===== config.mk =====
export PLATFORM = sky130hd
export DESIGN_NAME = sprite_line_collision_renderer
export DESIGN_NICKNAME = d
export VERILOG_FILES = /design/src/sv/slcr_pkg.sv /design/src/sv/slcr_ctrl.sv /design/src/sv/slcr_datapath.sv /design/src/sv/sprite_line_collision_renderer.sv
export SDC_FILE = /design/constraint.sdc
export NUM_CORES = 2
export LEC_CHECK = 0
export BUFFER_PORTS_ARGS = -buffer_cell sky130_fd_sc_hd__buf_2
export CELL_PAD_IN_SITES_DETAIL_PLACEMENT = 2
export CELL_PAD_IN_SITES_GLOBAL_PLACEMENT = 2
export CORE_ASPECT_RATIO = 0.7
export CORE_MARGIN = 8
export CORE_UTILIZATION = 30
export CTS_CLUSTER_SIZE = 10
export DETAILED_ROUTE_END_ITERATION = 6
export HOLD_SLACK_MARGIN = 0.06
export PLACE_DENSITY_LB_ADDON = 0.1
export SYNTH_ARGS = -nofsm -noshare
export SYNTH_HDL_FRONTEND = slang
export SYNTH_HIERARCHICAL = 1
export SYNTH_SLANG_ARGS = --single-unit

===== constraint.sdc =====
create_clock -name clock -period 31.7 [get_ports clock]
set_clock_uncertainty 0.05 [all_clocks]
set_input_delay 1.585 -clock clock [delete_from_list [all_inputs] [get_ports clock]]
set_output_delay 1.585 -clock clock [all_outputs]
set_load 0.03 [all_outputs]

===== src/sv/slcr_pkg.sv =====
package slcr_pkg;

   // fixed field widths
   localparam int KIND_W        = 2;
   localparam int SPRITE_W      = 4;
   localparam int XPOS_W        = 16;
   localparam int ROW_BITS_W    = 32;
   localparam int ROW_WIDTH_W   = 6;
   localparam int COLOUR_W      = 24;
   localparam int MASK_W        = 8;
   localparam int COLUMN_W      = 9;
   localparam int OWNER_W       = SPRITE_W + 1;
   localparam int SPRITE_NUM    = 1 << SPRITE_W;
   localparam int BITPOS_W      = 5;

   // stream packing
   localparam int REQ_TDATA_W   = 96;
   localparam int REQ_TUSER_W   = KIND_W;
   localparam int RSP_TDATA_W   = 48;
   localparam int RSP_TUSER_W   = 1;

   // parameter defaults
   localparam int LINE_WIDTH_DEFAULT   = 320;
   localparam int SPRITE_COUNT_DEFAULT = 16;
   localparam int MAX_ROW_BITS_DEFAULT = 32;

   typedef enum logic [KIND_W-1:0] {
      KIND_LINE_START  = 2'd0,
      KIND_SPRITE_ROW  = 2'd1,
      KIND_FRAME_START = 2'd2,
      KIND_READ        = 2'd3
   } req_kind_type;

   localparam logic RPT_PIXEL     = 1'b0;
   localparam logic RPT_COLLISION = 1'b1;

   typedef enum logic [2:0] {
      ST_CLEAR,
      ST_IDLE,
      ST_SCAN,
      ST_FLUSH,
      ST_REPORT
   } ctrl_state_type;

   typedef struct packed {
      logic capture;
      logic store_mask;
      logic frame_clear;
      logic clear_start;
      logic clear_step;
      logic scan;
      logic flush;
      logic report;
   } dp_cmd_type;

   typedef struct packed {
      logic req_in_range;
      logic clear_done;
      logic scan_done;
      logic pend_valid;
      logic out_free;
   } dp_status_type;

endpackage


===== src/sv/slcr_ctrl.sv =====
module slcr_ctrl (
   input  logic                       clock,
   input  logic                       reset,
   input  logic                       req_tvalid,
   output logic                       req_tready,
   input  slcr_pkg::req_kind_type     req_kind,
   input  slcr_pkg::dp_status_type    status,
   output slcr_pkg::dp_cmd_type       cmd
);
   import slcr_pkg::*;

   ctrl_state_type state_ff;
   ctrl_state_type state_in;
   logic           accept;

   always_ff @(posedge clock) begin
      if (reset) begin
         state_ff <= ST_CLEAR;
      end else begin
         state_ff <= state_in;
      end
   end

   assign accept = req_tvalid && (state_ff == ST_IDLE);

   always_comb begin
      state_in   = state_ff;
      cmd        = '0;
      req_tready = 1'b0;
      unique case (state_ff)
         ST_CLEAR: begin
            cmd.clear_step = 1'b1;
            if (status.clear_done) begin
               state_in = ST_IDLE;
            end
         end
         ST_IDLE: begin
            req_tready  = 1'b1;
            cmd.capture = accept;
            if (accept) begin
               unique case (req_kind)
                  KIND_LINE_START: begin
                     cmd.clear_start = 1'b1;
                     state_in        = ST_CLEAR;
                  end
                  KIND_SPRITE_ROW: begin
                     if (status.req_in_range) begin
                        cmd.store_mask = 1'b1;
                        state_in       = ST_SCAN;
                     end
                  end
                  KIND_FRAME_START: begin
                     cmd.frame_clear = 1'b1;
                  end
                  KIND_READ: begin
                     state_in = ST_REPORT;
                  end
                  default: begin
                     state_in = ST_IDLE;
                  end
               endcase
            end
         end
         ST_SCAN: begin
            cmd.scan = 1'b1;
            if (status.scan_done) begin
               state_in = ST_FLUSH;
            end
         end
         ST_FLUSH: begin
            if (!status.pend_valid) begin
               state_in = ST_IDLE;
            end else if (status.out_free) begin
               cmd.flush = 1'b1;
               state_in  = ST_IDLE;
            end
         end
         ST_REPORT: begin
            if (status.out_free) begin
               cmd.report = 1'b1;
               state_in   = ST_IDLE;
            end
         end
         default: begin
            state_in = ST_CLEAR;
         end
      endcase
   end

endmodule


===== src/sv/slcr_datapath.sv =====
module slcr_datapath #(
   parameter int LINE_WIDTH   = slcr_pkg::LINE_WIDTH_DEFAULT,
   parameter int SPRITE_COUNT = slcr_pkg::SPRITE_COUNT_DEFAULT,
   parameter int MAX_ROW_BITS = slcr_pkg::MAX_ROW_BITS_DEFAULT
) (
   input  logic                               clock,
   input  logic                               reset,
   input  slcr_pkg::dp_cmd_type               cmd,
   output slcr_pkg::dp_status_type            status,
   input  logic [slcr_pkg::SPRITE_W-1:0]      req_sprite_index,
   input  logic signed [slcr_pkg::XPOS_W-1:0] req_x_position,
   input  logic [slcr_pkg::ROW_BITS_W-1:0]    req_row_bits,
   input  logic [slcr_pkg::ROW_WIDTH_W-1:0]   req_row_width,
   input  logic [slcr_pkg::COLOUR_W-1:0]      req_pixel_colour,
   input  logic [slcr_pkg::MASK_W-1:0]        req_collision_mask,
   input  logic                               rsp_tready,
   output logic                               rsp_valid,
   output logic                               rsp_report_kind,
   output logic [slcr_pkg::COLUMN_W-1:0]      rsp_column,
   output logic [slcr_pkg::COLOUR_W-1:0]      rsp_colour_out,
   output logic [slcr_pkg::MASK_W-1:0]        rsp_collision_bits,
   output logic                               rsp_last
);
   import slcr_pkg::*;

   localparam int COL_W  = $clog2(LINE_WIDTH);
   localparam int SLOTS  = (SPRITE_COUNT < SPRITE_NUM) ? SPRITE_COUNT : SPRITE_NUM;
   localparam int SLOT_W = (SLOTS > 1) ? $clog2(SLOTS) : 1;

   // latched request
   logic [SPRITE_W-1:0]      sprite_ff;
   logic                     in_range_ff;
   logic signed [XPOS_W-1:0] xpos_ff;
   logic [ROW_BITS_W-1:0]    bits_ff;
   logic [ROW_WIDTH_W-1:0]   width_ff;
   logic [COLOUR_W-1:0]      colour_ff;
   logic [MASK_W-1:0]        mask_ff;
   logic [ROW_WIDTH_W-1:0]   width_clamped;
   logic                     req_in_range;

   // per-sprite state
   logic [MASK_W-1:0] masks_ff [SLOTS];
   logic [MASK_W-1:0] accum_ff [SLOTS];
   logic [MASK_W-1:0] accum_in [SLOTS];

   // column owner store
   logic [OWNER_W-1:0] owner_mem [LINE_WIDTH];
   logic [OWNER_W-1:0] owner_rd_ff;
   logic               mem_we;
   logic [COL_W-1:0]   mem_wa;
   logic [OWNER_W-1:0] mem_wd;
   logic [COL_W-1:0]   clear_addr_ff;

   // scan stage
   logic [ROW_WIDTH_W-1:0]  idx_ff;
   logic                    a_active;
   logic [BITPOS_W-1:0]     bitpos;
   logic signed [XPOS_W:0]  col_s;
   logic                    a_hit;

   // check stage
   logic                b_valid_ff;
   logic [COL_W-1:0]    b_addr_ff;
   logic [COLUMN_W-1:0] b_column_ff;
   logic                b_free;
   logic                claim;
   logic                owned;
   logic [SPRITE_W-1:0] other;
   logic                other_in;
   logic [MASK_W-1:0]   other_mask;
   logic                stall;
   logic                adv;

   // pending pixel, held until the next one shows whether it is last
   logic                pend_valid_ff;
   logic [COLUMN_W-1:0] pend_column_ff;

   // output register
   logic                out_valid_ff;
   logic                out_kind_ff;
   logic [COLUMN_W-1:0] out_column_ff;
   logic [COLOUR_W-1:0] out_colour_ff;
   logic [MASK_W-1:0]   out_bits_ff;
   logic                out_last_ff;
   logic                out_free;
   logic                push_pend;

   assign req_in_range  = 32'(req_sprite_index) < SPRITE_COUNT;
   assign width_clamped = (32'(req_row_width) > MAX_ROW_BITS) ?
                          ROW_WIDTH_W'(MAX_ROW_BITS) : req_row_width;

   always_ff @(posedge clock) begin
      if (cmd.capture) begin
         sprite_ff   <= req_sprite_index;
         in_range_ff <= req_in_range;
         xpos_ff     <= req_x_position;
         bits_ff     <= req_row_bits;
         colour_ff   <= req_pixel_colour;
         mask_ff     <= req_collision_mask;
      end
      if (cmd.store_mask) begin
         masks_ff[req_sprite_index[SLOT_W-1:0]] <= req_collision_mask;
      end
   end

   // scan stage: one bitmap bit per advance, leftmost first
   assign a_active = idx_ff != width_ff;
   assign bitpos   = BITPOS_W'(width_ff - ROW_WIDTH_W'(1) - idx_ff);
   assign col_s    = {xpos_ff[XPOS_W-1], xpos_ff} +
                     (XPOS_W+1)'(signed'({1'b0, idx_ff}));
   assign a_hit    = a_active && bits_ff[bitpos] && !col_s[XPOS_W] &&
                     (col_s[XPOS_W-1:0] < XPOS_W'(LINE_WIDTH));

   // check stage
   assign b_free     = owner_rd_ff == '0;
   assign claim      = b_valid_ff && b_free;
   assign owned      = b_valid_ff && !b_free;
   assign other      = SPRITE_W'(owner_rd_ff - OWNER_W'(1));
   assign other_in   = 32'(other) < SPRITE_COUNT;
   assign other_mask = other_in ? masks_ff[other[SLOT_W-1:0]] : '0;

   assign out_free  = !out_valid_ff || rsp_tready;
   assign stall     = claim && pend_valid_ff && !out_free;
   assign adv       = cmd.scan && !stall;
   assign push_pend = adv && claim && pend_valid_ff;

   always_ff @(posedge clock) begin
      if (reset) begin
         idx_ff        <= '0;
         width_ff      <= '0;
         b_valid_ff    <= 1'b0;
         pend_valid_ff <= 1'b0;
         clear_addr_ff <= '0;
      end else begin
         if (cmd.store_mask) begin
            idx_ff     <= '0;
            width_ff   <= width_clamped;
            b_valid_ff <= 1'b0;
         end else if (adv) begin
            if (a_active) begin
               idx_ff <= idx_ff + ROW_WIDTH_W'(1);
            end
            b_valid_ff <= a_hit;
         end
         if (adv && claim) begin
            pend_valid_ff <= 1'b1;
         end else if (cmd.flush) begin
            pend_valid_ff <= 1'b0;
         end
         if (cmd.clear_start) begin
            clear_addr_ff <= '0;
         end else if (cmd.clear_step) begin
            clear_addr_ff <= clear_addr_ff + COL_W'(1);
         end
      end
   end

   always_ff @(posedge clock) begin
      if (adv) begin
         b_addr_ff   <= col_s[COL_W-1:0];
         b_column_ff <= col_s[COLUMN_W-1:0];
      end
      if (adv && claim) begin
         pend_column_ff <= b_column_ff;
      end
   end

   // owner store, one write and one registered read per cycle
   assign mem_we = cmd.clear_step || (adv && claim);
   assign mem_wa = cmd.clear_step ? clear_addr_ff : b_addr_ff;
   assign mem_wd = cmd.clear_step ? '0 : OWNER_W'(sprite_ff) + OWNER_W'(1);

   always_ff @(posedge clock) begin
      if (mem_we) begin
         owner_mem[mem_wa] <= mem_wd;
      end
      if (adv) begin
         owner_rd_ff <= owner_mem[col_s[COL_W-1:0]];
      end
   end

   // collision accumulators
   always_comb begin
      for (int k = 0; k < SLOTS; k++) begin
         accum_in[k] = accum_ff[k];
         if (cmd.frame_clear) begin
            accum_in[k] = '0;
         end else if (adv && owned && other_in) begin
            if (other[SLOT_W-1:0] == SLOT_W'(k)) begin
               accum_in[k] = accum_in[k] | mask_ff;
            end
            if (sprite_ff[SLOT_W-1:0] == SLOT_W'(k)) begin
               accum_in[k] = accum_in[k] | other_mask;
            end
         end
      end
   end

   always_ff @(posedge clock) begin
      for (int k = 0; k < SLOTS; k++) begin
         if (reset) begin
            accum_ff[k] <= '0;
         end else begin
            accum_ff[k] <= accum_in[k];
         end
      end
   end

   // output register
   always_ff @(posedge clock) begin
      if (reset) begin
         out_valid_ff <= 1'b0;
      end else if (push_pend || cmd.flush || cmd.report) begin
         out_valid_ff <= 1'b1;
      end else if (rsp_tready) begin
         out_valid_ff <= 1'b0;
      end
   end

   always_ff @(posedge clock) begin
      if (push_pend || cmd.flush) begin
         out_kind_ff   <= RPT_PIXEL;
         out_column_ff <= pend_column_ff;
         out_colour_ff <= colour_ff;
         out_bits_ff   <= '0;
         out_last_ff   <= cmd.flush;
      end else if (cmd.report) begin
         out_kind_ff   <= RPT_COLLISION;
         out_column_ff <= '0;
         out_colour_ff <= '0;
         out_bits_ff   <= in_range_ff ? accum_ff[sprite_ff[SLOT_W-1:0]] : '0;
         out_last_ff   <= 1'b1;
      end
   end

   assign status.req_in_range = req_in_range;
   assign status.clear_done   = clear_addr_ff == COL_W'(LINE_WIDTH - 1);
   assign status.scan_done    = !a_active && !b_valid_ff;
   assign status.pend_valid   = pend_valid_ff;
   assign status.out_free     = out_free;

   assign rsp_valid          = out_valid_ff;
   assign rsp_report_kind    = out_kind_ff;
   assign rsp_column         = out_column_ff;
   assign rsp_colour_out     = out_colour_ff;
   assign rsp_collision_bits = out_bits_ff;
   assign rsp_last           = out_last_ff;

endmodule


===== src/sv/sprite_line_collision_renderer.sv =====
// a sprite row is scanned over its clamped width through the scan and check stages,
//   holding while the result side stalls; a read is reported once the output is free
// throughput: one bitmap bit per cycle unless the result side stalls
// line start walks the owner store one column a cycle, clearing every column
// reset: synchronous, active high; afterwards a clearing pass of the owner store runs
//   with req_tready low
module sprite_line_collision_renderer #(
   parameter int LINE_WIDTH   = slcr_pkg::LINE_WIDTH_DEFAULT,
   parameter int SPRITE_COUNT = slcr_pkg::SPRITE_COUNT_DEFAULT,
   parameter int MAX_ROW_BITS = slcr_pkg::MAX_ROW_BITS_DEFAULT
) (
   input  logic                                clock,
   input  logic                                reset,
   // request channel
   input  logic                                req_tvalid,
   output logic                                req_tready,
   // sprite_index, x_position, row_bits, row_width, pixel_colour, collision_mask
   input  logic [slcr_pkg::REQ_TDATA_W-1:0]    req_tdata,
   // kind
   input  logic [slcr_pkg::REQ_TUSER_W-1:0]    req_tuser,
   // result channel
   output logic                                rsp_tvalid,
   input  logic                                rsp_tready,
   // column, colour_out, collision_bits
   output logic [slcr_pkg::RSP_TDATA_W-1:0]    rsp_tdata,
   // report_kind
   output logic [slcr_pkg::RSP_TUSER_W-1:0]    rsp_tuser,
   output logic                                rsp_tlast
);
   import slcr_pkg::*;

   dp_cmd_type               cmd;
   dp_status_type            status;
   req_kind_type             req_kind;

   // unpacked request fields
   logic [SPRITE_W-1:0]      req_sprite_index;
   logic signed [XPOS_W-1:0] req_x_position;
   logic [ROW_BITS_W-1:0]    req_row_bits;
   logic [ROW_WIDTH_W-1:0]   req_row_width;
   logic [COLOUR_W-1:0]      req_pixel_colour;
   logic [MASK_W-1:0]        req_collision_mask;

   // result fields
   logic                     rsp_report_kind;
   logic [COLUMN_W-1:0]      rsp_column;
   logic [COLOUR_W-1:0]      rsp_colour_out;
   logic [MASK_W-1:0]        rsp_collision_bits;

   assign req_kind           = req_kind_type'(req_tuser);
   assign req_sprite_index   = req_tdata[3:0];
   assign req_x_position     = signed'(req_tdata[19:4]);
   assign req_row_bits       = req_tdata[51:20];
   assign req_row_width      = req_tdata[57:52];
   assign req_pixel_colour   = req_tdata[81:58];
   assign req_collision_mask = req_tdata[89:82];

   // sequencer: clearing pass, row scan, flush of the final pixel, report
   slcr_ctrl u_ctrl (
      .clock      (clock),
      .reset      (reset),
      .req_tvalid (req_tvalid),
      .req_tready (req_tready),
      .req_kind   (req_kind),
      .status     (status),
      .cmd        (cmd)
   );

   // owner store, two-stage bit scan, accumulators and output register
   slcr_datapath #(
      .LINE_WIDTH   (LINE_WIDTH),
      .SPRITE_COUNT (SPRITE_COUNT),
      .MAX_ROW_BITS (MAX_ROW_BITS)
   ) u_datapath (
      .clock              (clock),
      .reset              (reset),
      .cmd                (cmd),
      .status             (status),
      .req_sprite_index   (req_sprite_index),
      .req_x_position     (req_x_position),
      .req_row_bits       (req_row_bits),
      .req_row_width      (req_row_width),
      .req_pixel_colour   (req_pixel_colour),
      .req_collision_mask (req_collision_mask),
      .rsp_tready         (rsp_tready),
      .rsp_valid          (rsp_tvalid),
      .rsp_report_kind    (rsp_report_kind),
      .rsp_column         (rsp_column),
      .rsp_colour_out     (rsp_colour_out),
      .rsp_collision_bits (rsp_collision_bits),
      .rsp_last           (rsp_tlast)
   );

   // pack results, zero fill to whole bytes
   assign rsp_tdata = {7'd0, rsp_collision_bits, rsp_colour_out, rsp_column};
   assign rsp_tuser = rsp_report_kind;

endmodule


Yosys cells after proc, flatten, opt, wreduce, memory -nomap -nowiden
Memories as Yosys holds them, arrays and structs flattened. A register that Yosys moved wholly into a read port is not among the register bits.
Cells that the tools add are included.
{"block": "word_totals", "register_bits": 164, "mem_bits_rw": 1856, "in_bits": 102, "out_inout_bits": 52, "elab_cells": 311, "memories": 3}
{"block": "op_classes", "add_sub_neg": 7, "magnitude_cmp": 3, "eq_ne": 43, "muxes": 153, "n_bitwise": 48, "n_reduce_logical": 36}
{"name": "u_datapath.owner_mem", "words": 320, "word_bits": 5, "rd": 1, "rd_clocked_by_memory_dff": 1, "wr": 1, "line": "slcr_datapath.sv:47", "source": "logic [OWNER_W-1:0] owner_mem [LINE_WIDTH];"}
{"name": "u_datapath.accum_ff", "words": 16, "word_bits": 8, "rd": 17, "rd_clocked_by_memory_dff": 1, "wr": 16, "line": "slcr_datapath.sv:43", "source": "logic [MASK_W-1:0] accum_ff [SLOTS];"}
{"name": "u_datapath.masks_ff", "words": 16, "word_bits": 8, "rd": 1, "rd_clocked_by_memory_dff": 0, "wr": 1, "line": "slcr_datapath.sv:42", "source": "logic [MASK_W-1:0] masks_ff [SLOTS];"}
{"op": "two-way mux 8 bit", "n": 112}
{"op": "OR 8 bit", "n": 32}
{"op": "equality test 4 bit, second input constant", "n": 16}
{"op": "two-way mux 24 bit", "n": 2}
{"op": "equality test 4 x 3 -> 1 bit, second input constant", "n": 8}
{"op": "two-way mux 9 bit", "n": 3}
{"op": "two-way mux 1 bit", "n": 24}
{"op": "two-way mux 3 bit", "n": 6}
{"op": "adder 16 x 7 -> 17 bit", "n": 1}
{"op": "equality test 4 x 2 -> 1 bit, second input constant", "n": 4}
{"op": "less-than comparator 16 x 9 -> 1 bit, second input constant", "n": 1}
{"op": "OR 1 bit", "n": 16}
{"op": "case mux 3 bit (5 select lines)", "n": 1}
{"op": "logical AND 1 bit", "n": 13}
{"op": "adder 9 x 1 -> 9 bit, second input constant", "n": 1}
{"op": "equality test 9 bit, second input constant", "n": 1}
{"op": "case mux 3 bit (3 select lines)", "n": 1}
{"op": "equality test 4 x 1 -> 1 bit, second input constant", "n": 2}
{"op": "zero test 4 bit", "n": 2}
{"op": "zero test 1 bit", "n": 7}
{"op": "adder 6 x 1 -> 6 bit, second input constant", "n": 1}
{"op": "equality test 3 x 2 -> 1 bit, second input constant", "n": 2}
{"op": "greater-than comparator 6 bit, second input constant", "n": 1}
{"op": "less-than comparator 5 x 6 -> 1 bit, second input constant", "n": 1}
{"op": "24 further kinds", "n": 32}

Depth between registers and ports, before layout
{"block": "depth", "word_depth": 14, "ltp_mapped": 16}

Hierarchy
The synthesis kept the hierarchy.
{"module": "slcr_datapath", "n_inst": 1, "cells_per_inst": 4432, "area_per_inst_um2": 81659.6, "seq_area_each_um2": 59346.9}
{"module": "slcr_ctrl", "n_inst": 1, "cells_per_inst": 40, "area_per_inst_um2": 309.0, "seq_area_each_um2": 60.1}
{"module": "sprite_line_collision_renderer", "n_inst": 1, "cells_per_inst": 8, "area_per_inst_um2": 56.3, "seq_area_each_um2": 0.0}

Worst setup path before layout
Ideal clock, no wire load.
{"block": "synth_timing", "path_kind": "flip-flop to flip-flop", "startpoint": "reg u_datapath.sprite_ff[0]", "endpoint": "mem u_datapath/owner_mem[0][1] in the netlist's numbering (data pin)", "t_arrival_ps": 9436, "required_time_ps": 29872, "path_slack_ps": 20436, "path_stages_with_launch": 6, "path_cell_list": "edfxtp_1 > clkbuf_1 > buf_1 > inv_1 > ha_1 > nor2b_1"}
{"block": "synth_between", "elab_chain_cells": 2}
{"item": "start, declared", "line": "slcr_datapath.sv:31", "source": "logic [SPRITE_W-1:0] sprite_ff;"}
{"item": "start signal, assigned", "line": "slcr_datapath.sv:94", "source": "sprite_ff <= req_sprite_index;"}
{"item": "adder 4 x 1 -> 5 bit", "line": "slcr_datapath.sv:171", "source": "assign mem_wd = cmd.clear_step ? '0 : OWNER_W'(sprite_ff) + OWNER_W'(1);"}
{"item": "two-way mux 5 bit", "line": "slcr_datapath.sv:171"}
{"item": "net u_datapath.mem_wd[1]", "line": "slcr_datapath.sv:51", "source": "logic [OWNER_W-1:0] mem_wd;"}
{"item": "end, declared", "line": "slcr_datapath.sv:47"}
The timed path passes the listed nets, and every way through them passes these cells.

Worst setup path after layout
{"block": "layout_timing", "startpoint": "reg u_datapath.idx_ff[1]", "endpoint": "reg u_datapath.owner_rd_ff[1] (read register of u_datapath.owner_mem) (data pin)"}
{"block": "layout_between", "elab_chain_cells": 1}
{"item": "start, declared", "line": "slcr_datapath.sv:55", "source": "logic [ROW_WIDTH_W-1:0] idx_ff;"}
{"item": "start signal, assigned", "line": "slcr_datapath.sv:141", "source": "idx_ff <= idx_ff + ROW_WIDTH_W'(1);"}
{"item": "adder 16 x 7 -> 17 bit", "line": "slcr_datapath.sv:109", "source": "assign col_s = {xpos_ff[XPOS_W-1], xpos_ff} +"}
{"item": "end, declared", "line": "slcr_datapath.sv:48", "source": "logic [OWNER_W-1:0] owner_rd_ff;"}
Every way passes these cells.
A chain may end at the register's enable or synchronous reset.

==> impl_results.md <==
- Status: finished, final reports clean
- FF+latch count, synth: 2,033
- Largest area contributor in the netlist: edfxtp_1
- Chip Width: 641 um
- Fin Hold WS: 416 ps
- CTS max path bufs: 4
- RePlAce Congestion: 0.724
- GR Util All Layers: 0.175
- Cell Pwr Density: 61.3 nW/um^2
- First-pass GRT wire length: 367 mm
- Crit path DAT: 6920 ps
- Setup bufs post-CTS: 0
- H-tree levels: 4
- Synth top area cells: edfxtp_1 (68%), mux4_2 (14%), dfxtp_1 (4.0%)
- Later-pin clock latency in the skew report: 890 ps
- IO Pins: 154
- Critical path peak fanout: 43
- Post-CTS sizing: 0
- Vias in the first global route: 46,100
- Tcrit/Tclk final: 0.196
- Number of nets with antenna violations after routing: 0
- Fin nets: 4,771
- Post-route cell area: 93,000 sq um
- Port Buf Inserts: 140
- Initial Util: 0.302
- Rows: 160
- Tmin final: 6220 ps
- Vias per inst: 5.16
- DRC violations left: 0
- Post-DP HPWL: 161 mm
- CTS root buffer: clkbuf_16
- DRT iter0 DRCs: 3,670
- Crit path launch type: flop
- Worst-margin pin slew: 1260 ps
- Die ar.: 291,000 sq um
- Maximum VDD drop: 0.0393 mV
- Wirelength per Cell: 31.1 um
- Final hold violation count: 0
- Post-synth EDFFs: 1,869
- Placed Area: 86,600 sq um
- Core area: 272,000 sq um
- Synth-to-layout area growth: 13.4%
- Grt ovf: 0
- Worst hold-check path type: reg2reg
- Async set-reset flop share out of synthesis: 0
- Final setup viols: 0
- Slew headroom: 0.159
- Num CTS Buffers: 235
- # clock sinks: 2,033
- Initial antenna violation count: 28
- Routed vias: 43,300
- Clk slew on worst S/H paths: 60 ps
- Synth cell types: 86
- Synthesized area per cell: 18.3 sq um
- Share of cells above drive strength 1: 0.229
- Mapped Area: 82,000 sq um
- RSZ-0062 raised after global routing: no
- List of most frequent post-synthesis cells: edfxtp_1 (1,869), mux4_2 (527), nor2_1 (523)
- Crit Path Category: reg2reg
- Hold-fix buffers, CTS: 0
- Fin Setup TNS: 0 ps
- Yosys top cell area share: 0.684
- WP data required: 32,400 ps
- Most numerous cell in the Yosys netlist: edfxtp_1
- Fin. max-slew vios: 0
- Yosys warning count: 6
- Register area share after synthesis: 0.724
- Ys flop type: edfxtp_1
- Die Span Y: 453 um
- CTS tree: built
- Mapped Cells: 4,480
- Max-cap viol count: 0
- F_max: 161 MHz
- Largest net degree at the start of global routing: 197
- Leakage power: 28.8 nW
- Drt first pass iters: 7
- Final wirelength: 260 mm
- Crit. End Element: flop
## cells by family (layout without fill, tap and decap cells)
logic type | Yosys count | after routing | synth area share
flip-flops | 2033 | 2033 | 0.724
AND/OR/NAND/NOR | 999 | 999 | 0.0536
multiplexers | 628 | 628 | 0.157
AO/OA/AOI/OAI | 409 | 409 | 0.0345
buffers and inverters | 358 | 605 | 0.0234
XOR/XNOR | 28 | 28 | 0.00317
adder cells (fa/ha/maj) | 23 | 23 | 0.00369
other | 2 | 14 | 0.0000916
## cell type report
class,count,area (sq um)
clock inverters,10,63.8
repair buffers,241,1560
diodes,6,15.0
well taps,3645,4560
fillers,26900,179000
flip-flops and latches,2033,59400
clock buffers,314,6330
inverters,40,164
multi-input cells,2095,20900
## per-stage QoR
stage               power [mW]   util  instances  setup slack [ps]
CTS                       5.80  0.342       8378             25350
global route              5.90  0.342       8379             25220
floorplan                 3.20      -       4486             20440
finish                    5.70  0.342       8384             25480
global placement          3.33  0.319       8054             25370
detailed placement        3.34  0.319       8054             25330
## layer usage
metal	up-vias	global-route usage	routed length, um
li1	18100	-	-
met1	23800	0.280	133000
met3	308	0.0297	14200
met5	-	0	59
met2	1022	0.250	109000
met4	10	0.0334	4680
## registers in the layout (all words and copies together), names as in the netlist, 8 cells and up
name	count
u_datapath/xpos_ff	16
u_datapath/pend_column_ff	9
u_datapath/rsp_colour_out	24
u_datapath/b_column_ff	9
u_datapath/rsp_collision_bits	8
u_datapath/bits_ff	32
u_datapath/clear_addr_ff	9
u_datapath/colour_ff	24
u_datapath/owner_mem	1600
u_datapath/rsp_column	9
u_datapath/mask_ff	8
u_datapath/accum_ff	128
u_datapath/masks_ff	128
## worst max-delay path, cell delays in order, from the launching register on
cell and delay [ps]:
dfxtp_1 510, inv_1 190, fa_4 1260, buf_4 610, buf_4 530, buf_4 650
mux4_2 360, mux2i_1 120, mux2_2 330, o32ai_1 770, nor3_1 130, or3_1 380
nand3_1 90
## final timing paths
| path | end | startpoint | slack, ps | cells after the start |
|---|---|---|---|---|
| min | u_datapath/accum_ff[13][1] | u_datapath/accum_ff[13][1] | 420 | 2 |
| min reg2reg | u_datapath/accum_ff[13][1] | u_datapath/accum_ff[13][1] | 420 | 2 |
| max reg2reg | u_datapath/owner_rd_ff[1] | u_datapath/idx_ff[1] | 25480 | 12 |
| max | u_datapath/owner_rd_ff[1] | u_datapath/idx_ff[1] | 25480 | 12 |
## where the power goes
part           internal, mW  switching (mW)  total (mW)
Combinational        0.0728           0.236       0.309
Clock                  1.36            1.06        2.42
Sequential             2.96         0.00935        2.97
Total                  4.40            1.31        5.70
## placed cells by master, fill, tap and decap left out, types with 8 or more instances in the layout
cell	count
a21oi_1	171
a22o_1	128
a31oi_1	15
and2_1	49
and3_1	32
buf_12	8
buf_2	140
buf_4	93
clkbuf_1	68
clkbuf_16	239
conb_1	8
dfxtp_1	164
edfxtp_1	1869
ha_1	20
inv_1	33
mux2_2	9
mux2i_1	91
mux4_2	527
nand2_1	201
nand2b_1	21
nand3_1	75
nand3_2	8
nand4_1	18
nor2_1	518
nor3_1	17
o21ai_0	15
xnor2_1	13
xor2_1	9
(Power assumes the default switching activity.)
